===== config.mk =====
export PLATFORM = sky130hd
export DESIGN_NAME = open_subpath_closer_unit
export DESIGN_NICKNAME = d
export VERILOG_FILES = /design/src/rtl/core/osc_pkg.sv /design/src/rtl/core/osc_step.sv /design/src/rtl/core/osc_out.sv /design/src/rtl/core/open_subpath_closer_unit.sv
export SDC_FILE = /design/constraint.sdc
export NUM_CORES = 1
export LEC_CHECK = 0
export BUFFER_PORTS_ARGS = -buffer_cell sky130_fd_sc_hd__buf_4
export CAP_MARGIN = 5
export CORE_ASPECT_RATIO = 1.75
export CORE_MARGIN = 2
export CORE_UTILIZATION = 50
export DETAILED_ROUTE_END_ITERATION = 6
export GPL_TIMING_DRIVEN = 0
export PLACE_DENSITY = 0.79
export SYNTH_ARGS = -nofsm -noshare
export SYNTH_HDL_FRONTEND = slang
export SYNTH_SLANG_ARGS = --single-unit

===== constraint.sdc =====
create_clock -name clk_i -period 11.35 [get_ports clk_i]
set_input_delay 1.7025 -clock clk_i [delete_from_list [all_inputs] [get_ports clk_i]]
set_output_delay 1.7025 -clock clk_i [all_outputs]
set_load 0.05 [all_outputs]

===== src/rtl/core/osc_pkg.sv =====
// osc_pkg: shared types and constants for the open subpath closer
// path element codes, coordinate width and the word structs of both channels
// no dependencies
`default_nettype none

package osc_pkg;

  // coordinate width, signed fixed point (16.16 at the default of 32)
  localparam int unsigned COORD_W = 32;
  localparam int unsigned TOL_W   = 16;

  // path element codes
  localparam logic [1:0] CODE_MOVE = 2'd0;
  localparam logic [1:0] CODE_OPEN = 2'd1;
  localparam logic [1:0] CODE_LINE = 2'd2;
  localparam logic [1:0] CODE_END  = 2'd3;

  typedef struct packed {
    logic [1:0]                path_code;
    logic signed [COORD_W-1:0] point_x;
    logic signed [COORD_W-1:0] point_y;
  } in_word_t;

  typedef struct packed {
    logic [1:0]                out_code;
    logic signed [COORD_W-1:0] out_x;
    logic signed [COORD_W-1:0] out_y;
    logic                      inserted_close;
    logic                      last_of_run;
  } out_word_t;

  // what one processed element produces: an optional closing line, then the main word
  typedef struct packed {
    logic      has_close;
    out_word_t close_w;
    out_word_t main_w;
  } step_res_t;

endpackage

`default_nettype wire


===== src/rtl/core/osc_step.sv =====
// osc_step: subpath state, tolerance register and per-element close decision
// depends on osc_pkg
`default_nettype none

module osc_step (
  input  wire logic                         clk_i,
  input  wire logic                         rst_ni,
  input  wire logic                         take_i,
  input  wire osc_pkg::in_word_t            word_i,
  input  wire logic                         tol_we_i,
  input  wire logic [osc_pkg::TOL_W-1:0]    tol_wdata_i,
  output osc_pkg::step_res_t                res_o
);

  localparam int unsigned DW = osc_pkg::COORD_W + 1;

  logic [osc_pkg::TOL_W-1:0]          tol_q;
  logic signed [osc_pkg::COORD_W-1:0] start_x_q, start_x_d;
  logic signed [osc_pkg::COORD_W-1:0] start_y_q, start_y_d;
  logic signed [osc_pkg::COORD_W-1:0] prev_x_q, prev_x_d;
  logic signed [osc_pkg::COORD_W-1:0] prev_y_q, prev_y_d;
  logic [1:0]                         prev_code_q, prev_code_d;
  logic                               open_q, open_d;
  logic                               have_prev_q, have_prev_d;

  logic signed [DW-1:0] dx, dy, tol_pos, tol_neg;
  logic                 gap_x, gap_y, test, need_close;

  // exact signed gap per axis against +/- tolerance
  assign dx      = DW'(start_x_q) - DW'(prev_x_q);
  assign dy      = DW'(start_y_q) - DW'(prev_y_q);
  assign tol_pos = signed'(DW'(tol_q));
  assign tol_neg = -tol_pos;
  assign gap_x   = (dx > tol_pos) || (dx < tol_neg);
  assign gap_y   = (dy > tol_pos) || (dy < tol_neg);

  // boundary test skipped with no previous element, after an open move and before a line
  assign test       = have_prev_q && (prev_code_q != osc_pkg::CODE_OPEN)
                      && (word_i.path_code != osc_pkg::CODE_LINE);
  assign need_close = test && open_q && (gap_x || gap_y);

  always_comb begin
    res_o.has_close              = need_close;
    res_o.close_w.out_code       = osc_pkg::CODE_LINE;
    res_o.close_w.out_x          = start_x_q;
    res_o.close_w.out_y          = start_y_q;
    res_o.close_w.inserted_close = 1'b1;
    res_o.close_w.last_of_run    = 1'b0;
    res_o.main_w.inserted_close  = 1'b0;
    res_o.main_w.last_of_run     = 1'b1;
    if (word_i.path_code == osc_pkg::CODE_END) begin
      res_o.main_w.out_code = osc_pkg::CODE_END;
      res_o.main_w.out_x    = '0;
      res_o.main_w.out_y    = '0;
    end else begin
      res_o.main_w.out_code = (word_i.path_code == osc_pkg::CODE_OPEN) ?
                              osc_pkg::CODE_MOVE : word_i.path_code;
      res_o.main_w.out_x    = word_i.point_x;
      res_o.main_w.out_y    = word_i.point_y;
    end
  end

  always_comb begin
    start_x_d   = start_x_q;
    start_y_d   = start_y_q;
    prev_x_d    = prev_x_q;
    prev_y_d    = prev_y_q;
    prev_code_d = prev_code_q;
    open_d      = open_q;
    have_prev_d = have_prev_q;
    if (take_i) begin
      if (test) begin
        open_d = 1'b0;
      end
      if (word_i.path_code == osc_pkg::CODE_END) begin
        start_x_d   = '0;
        start_y_d   = '0;
        prev_x_d    = '0;
        prev_y_d    = '0;
        prev_code_d = osc_pkg::CODE_END;
        open_d      = 1'b0;
        have_prev_d = 1'b0;
      end else begin
        if (word_i.path_code == osc_pkg::CODE_OPEN) begin
          start_x_d = word_i.point_x;
          start_y_d = word_i.point_y;
          open_d    = 1'b1;
        end
        prev_code_d = word_i.path_code;
        prev_x_d    = word_i.point_x;
        prev_y_d    = word_i.point_y;
        have_prev_d = 1'b1;
      end
    end
  end

  always_ff @(posedge clk_i or negedge rst_ni) begin
    if (!rst_ni) begin
      tol_q       <= '0;
      start_x_q   <= '0;
      start_y_q   <= '0;
      prev_x_q    <= '0;
      prev_y_q    <= '0;
      prev_code_q <= osc_pkg::CODE_END;
      open_q      <= 1'b0;
      have_prev_q <= 1'b0;
    end else begin
      if (tol_we_i) begin
        tol_q <= tol_wdata_i;
      end
      start_x_q   <= start_x_d;
      start_y_q   <= start_y_d;
      prev_x_q    <= prev_x_d;
      prev_y_q    <= prev_y_d;
      prev_code_q <= prev_code_d;
      open_q      <= open_d;
      have_prev_q <= have_prev_d;
    end
  end

endmodule

`default_nettype wire


===== src/rtl/core/osc_out.sv =====
// osc_out: result register plus one hold slot for the word behind an inserted close
// depends on osc_pkg
`default_nettype none

module osc_out (
  input  wire logic                clk_i,
  input  wire logic                rst_ni,
  input  wire logic                push_i,
  input  wire osc_pkg::step_res_t  res_i,
  output logic                     space_o,
  output logic                     out_valid_o,
  input  wire logic                out_stall_i,
  output osc_pkg::out_word_t       out_word_o
);

  logic               out_vld_q, out_vld_d;
  logic               hold_vld_q, hold_vld_d;
  osc_pkg::out_word_t out_q, out_d;
  osc_pkg::out_word_t hold_q, hold_d;
  logic               out_free;

  assign out_free = !out_vld_q || !out_stall_i;
  assign space_o  = out_free && !hold_vld_q;

  always_comb begin
    out_vld_d  = out_vld_q;
    hold_vld_d = hold_vld_q;
    out_d      = out_q;
    hold_d     = hold_q;
    if (out_free) begin
      if (hold_vld_q) begin
        out_d      = hold_q;
        out_vld_d  = 1'b1;
        hold_vld_d = 1'b0;
      end else if (push_i) begin
        out_vld_d = 1'b1;
        if (res_i.has_close) begin
          out_d      = res_i.close_w;
          hold_d     = res_i.main_w;
          hold_vld_d = 1'b1;
        end else begin
          out_d = res_i.main_w;
        end
      end else begin
        out_vld_d = 1'b0;
      end
    end
  end

  always_ff @(posedge clk_i or negedge rst_ni) begin
    if (!rst_ni) begin
      out_vld_q  <= 1'b0;
      hold_vld_q <= 1'b0;
    end else begin
      out_vld_q  <= out_vld_d;
      hold_vld_q <= hold_vld_d;
    end
  end

  always_ff @(posedge clk_i) begin
    out_q  <= out_d;
    hold_q <= hold_d;
  end

  assign out_valid_o = out_vld_q;
  assign out_word_o  = out_q;

endmodule

`default_nettype wire


===== src/rtl/core/open_subpath_closer_unit.sv =====
// open_subpath_closer_unit: top level of the open subpath closer
// instantiates osc_step and osc_out, uses osc_pkg
//
//   channel   direction  handshake                 word
//   in        input      in_valid_i / in_stall_o   osc_pkg::in_word_t
//   out       output     out_valid_o / out_stall_i osc_pkg::out_word_t
//   cfg       input      cfg_we_i                  close_tolerance, 16 bit
//
// input register, one level of compares, result register; one element per cycle
// while out_stall_i is low and no close is inserted; an element needing a closing
// line puts out the close, then the element itself, which waits in the hold slot
// the first result word is registered as the element leaves the input register
// reset clears the subpath state, the tolerance and all valid flags
// out_stall_i on a valid result holds the element in the input register and
// raises in_stall_o in the same cycle
`default_nettype none

module open_subpath_closer_unit (
  input  wire logic                       clk_i,
  input  wire logic                       rst_ni,
  input  wire logic                       in_valid_i,
  output logic                            in_stall_o,
  input  wire osc_pkg::in_word_t          in_word_i,
  output logic                            out_valid_o,
  input  wire logic                       out_stall_i,
  output osc_pkg::out_word_t              out_word_o,
  input  wire logic                       cfg_we_i,
  input  wire logic [osc_pkg::TOL_W-1:0]  cfg_wdata_i
);

  // input register
  logic              in_vld_q, in_vld_d;
  osc_pkg::in_word_t in_q;
  logic              in_acc;

  // step control
  logic               take;
  logic               space;
  osc_pkg::step_res_t res;

  // element in the input register is processed when the output side has room
  assign take       = in_vld_q && space;
  assign in_stall_o = in_vld_q && !take;
  assign in_acc     = in_valid_i && !in_stall_o;

  always_comb begin
    in_vld_d = in_vld_q;
    if (in_acc) begin
      in_vld_d = 1'b1;
    end else if (take) begin
      in_vld_d = 1'b0;
    end
  end

  always_ff @(posedge clk_i or negedge rst_ni) begin
    if (!rst_ni) begin
      in_vld_q <= 1'b0;
    end else begin
      in_vld_q <= in_vld_d;
    end
  end

  // payload, no reset needed
  always_ff @(posedge clk_i) begin
    if (in_acc) begin
      in_q <= in_word_i;
    end
  end

  // subpath state and close decision
  osc_step u_step (
    .clk_i       (clk_i),
    .rst_ni      (rst_ni),
    .take_i      (take),
    .word_i      (in_q),
    .tol_we_i    (cfg_we_i),
    .tol_wdata_i (cfg_wdata_i),
    .res_o       (res)
  );

  // result register and hold slot
  osc_out u_out (
    .clk_i       (clk_i),
    .rst_ni      (rst_ni),
    .push_i      (take),
    .res_i       (res),
    .space_o     (space),
    .out_valid_o (out_valid_o),
    .out_stall_i (out_stall_i),
    .out_word_o  (out_word_o)
  );

endmodule

`default_nettype wire

==> out/metrics.yaml <==
critPathMaxFanout: 26
cts_sinks: 351
worst_pin_slew_ns: 1.18
fin_ws_ns: 4.02
hold_viol_final: 0
clkSlewWorstSetupHoldPaths_ns: 0.06
detail-route-antenna-nets: 0
dpl_worst_slack_ns: 4.16
cts_tree: "done"
post_cts_resize_count: 0
htreeDepth: 2
nets: 2640
root_buffer: "clkbuf_16"
postCtsSetupRepairBufs: 0
setup_violations: 0
syn_nets: 2442
synth_edf_count: 200
initial_core_util: 0.503
syn-cell-area_um2: 21300
met3_usage: 0.0353
place.detailed.hpwl_mm: 50.2
yosysTopAreaCell: "edfxtp_1"
multi_input_area_um2: 10200
worstPathArrival_ns: 7.55
vias: 18100
ys_async_sr_fraction: 0.430
num_rows: 100
clockBufferDepth: 3
hold_class: "reg2reg"
dieArea_um2: 44300
cts_buffers: 34
crit_required_ns: 11.57
end_kind: "flip-flop"
wire_per_inst_um: 21.8
dp_cells: 2914
ios: 157
grt_max_degree: 79
grt_pass1_vias: 18500
met1_usage: 0.291
synth_top_area_share: 0.282
track_usage: 0.287
synthTopCellsByArea: "edfxtp_1 28%, dfrtp_1 18%, ha_1 9.5%"
drc: 7
cts_hold_buf: 0
crit_chain: "inv_1 > nand4_1 > nor2_1 > nand2_1 > nor4_1 > nand2_1 > nor3_1 > ha_1 > nand4_1 > a21oi_1 > a2111oi_0 > o41ai_1 > a31o_2 > nand4b_1 > nor4b_2 > a311oi_2 > buf_2 > a21oi_2 > nor2_4 > buf_12"
antenna_found_initial: 0
worst-path-buf-inv: 3
drive_gt1_frac: 0.135
port_buffers: 156
synthCells: 2191
rsz0062_at_grt: "no"
top_usage_layer: "met2"
drtPass1Iterations: 7
fin_skew_ns: 0.0150
fin_util: 0.577
syn_to_final_growth_pct: 14.6
maxCapViolCount: 0
slew_headroom: 0.215
violations: "design-rule violations"
gp_congestion: 0.996
postSynthAreaPerCell_um2: 9.71
synth_seq_area_share: 0.460
vias_per_cell: 6.08
yosys_warnings: 0
diodes: 0
nFillCells: 3707
final-seq-area_um2: 9790
placeableCoreArea_um2: 42300
cp_top_family: "simple AND/OR/NAND/NOR gates"
ys_types: 81
min_period_ns: 7.33
clk_latency_ns: 0.53
outcome: "finished, violations left"
crit_type: "reg2reg"
grt_pass1_wl_mm: 99.8
post-route-period-util: 0.646
slowest_delay_ns: 1.02
die_h_um: 277
ys.flop_type: "edfxtp_1"
grt_overflow_total: 0
final_cells: 2975
fmax_mhz: 136
synth_seq_cells: 351
chipWidth_um: 160
slew_viol_final: 0
finalSetupTns_ns: 0
met2_usage: 0.540
first_iter_violations: 1511
critical-path-slowest-cell: "nor3_1"
cp-start-kind: "flip-flop"
drt_wl_total_mm: 64.7
==> cell usage in the layout (no fill, tap or decap), types with 42 or more instances in the layout <==
cell,Yosys,final
nor2_1,80,79
inv_1,178,178
nand3_2,50,50
xnor2_1,42,42
nand3_1,102,102
dfrtp_1,149,149
clkbuf_1,94,104
o21ai_0,208,208
edfxtp_1,200,200
buf_4,2,157
ha_1,162,162
a22oi_1,68,68
o2111ai_1,70,70
a21oi_1,77,76
nor2b_1,71,71
nand2_1,270,270
==> worst min-delay path: cells and delay by family (launching register included) <==
family           cells  cell delay [ns]
AO/OA/AOI/OAI        1             0.06
flip-flops           1             0.34
AND/OR/NAND/NOR      1             0.04
==> per-layer routing <==
metal | vias up | wire length (um)
li1 | 8399 | -
met1 | 8735 | 22300
met2 | 704 | 34400
met3 | 253 | 3020
met4 | 0 | 5010
met5 | - | 0
==> registers in the layout, summed over array words and instances (netlist names), 2 cells and up <==
register / cells
in_q: 66
u_out.hold_q: 66
u_out.out_word_o: 68
u_step.prev_code_q: 2
u_step.prev_x_q: 32
u_step.prev_y_q: 32
u_step.start_x_q: 32
u_step.start_y_q: 32
u_step.tol_q: 16
==> kinds of logic after synthesis <==
logic type      synth area share
simple gates               0.171
xor+xnor                  0.0239
flops                      0.460
mux                      0.00235
buf+inv                   0.0594
compound gates             0.186
fa+ha+maj                 0.0972
==> through the flow <==
| step | hold WS [ns] | instance area, um2 |
|---|---|---|
| 3_5_place_dp | 0.470 | 23300 |
| 6_report | 0.481 | 24400 |
| 3_3_place_gp | 0.461 | 23100 |
| 4_1_cts | 0.484 | 24400 |
| 5_1_grt | 0.506 | 24400 |
| 2_1_floorplan | 0.450 | 21300 |
==> cell type report <==
type / count / area share
clock inverter: 11 / 0.00375
buffer: 130 / 0.0244
timing repair buffer: 162 / 0.0534
tap: 561 / 0.0288
multi-input combinational: 1532 / 0.420
inverter: 178 / 0.0274
clock buffer: 50 / 0.0407
sequential: 351 / 0.401
==> cell usage after synthesis (4+ instances only) <==
| cell | count |
|---|---|
| nand2_1 | 270 |
| o21ai_0 | 208 |
| edfxtp_1 | 200 |
| inv_1 | 178 |
| ha_1 | 162 |
| dfrtp_1 | 149 |
| nand3_1 | 102 |
| clkbuf_1 | 94 |
| nor2_1 | 80 |
| a21oi_1 | 77 |
| nor2b_1 | 71 |
| o2111ai_1 | 70 |
| a22oi_1 | 68 |
| nand3_2 | 50 |
| xnor2_1 | 42 |
| nor3_1 | 40 |
| nand4_1 | 37 |
| a21o_1 | 30 |
| a211oi_1 | 23 |
| buf_2 | 19 |
| xor2_1 | 16 |
| nand2b_1 | 15 |
| o21a_1 | 15 |
| a31oi_1 | 13 |
| o211ai_1 | 13 |
| and3_1 | 12 |
| buf_6 | 10 |
| nor4_1 | 10 |
| and2_1 | 7 |
| a221oi_1 | 6 |
| a31o_2 | 5 |
| mux2i_1 | 5 |
| o21bai_1 | 5 |
| o31ai_1 | 5 |
| buf_1 | 4 |
| or3_1 | 4 |
==> path summary, 6_finish.rpt <==
kind	from	endpoint	slack, ns	depth (start not counted)
worst min-delay path	u_step.prev_y_q[12]	u_step.prev_y_q[12]	0.48	2
min in group asynchronous	rst_ni	u_step.prev_x_q[5]	1.19	1
worst min register to register	u_step.prev_y_q[12]	u_step.prev_y_q[12]	0.48	2
worst max register to register	u_step.tol_q[2]	u_out.hold_q[56]	4.02	20
worst max-delay path	u_step.tol_q[2]	u_out.hold_q[56]	4.02	20
max in group asynchronous	rst_ni	u_step.prev_y_q[30]	9.33	2
Power is left out: the tool's default activity adds up to more than one toggle a clock period on the data nets, which glitch-free logic cannot reach.
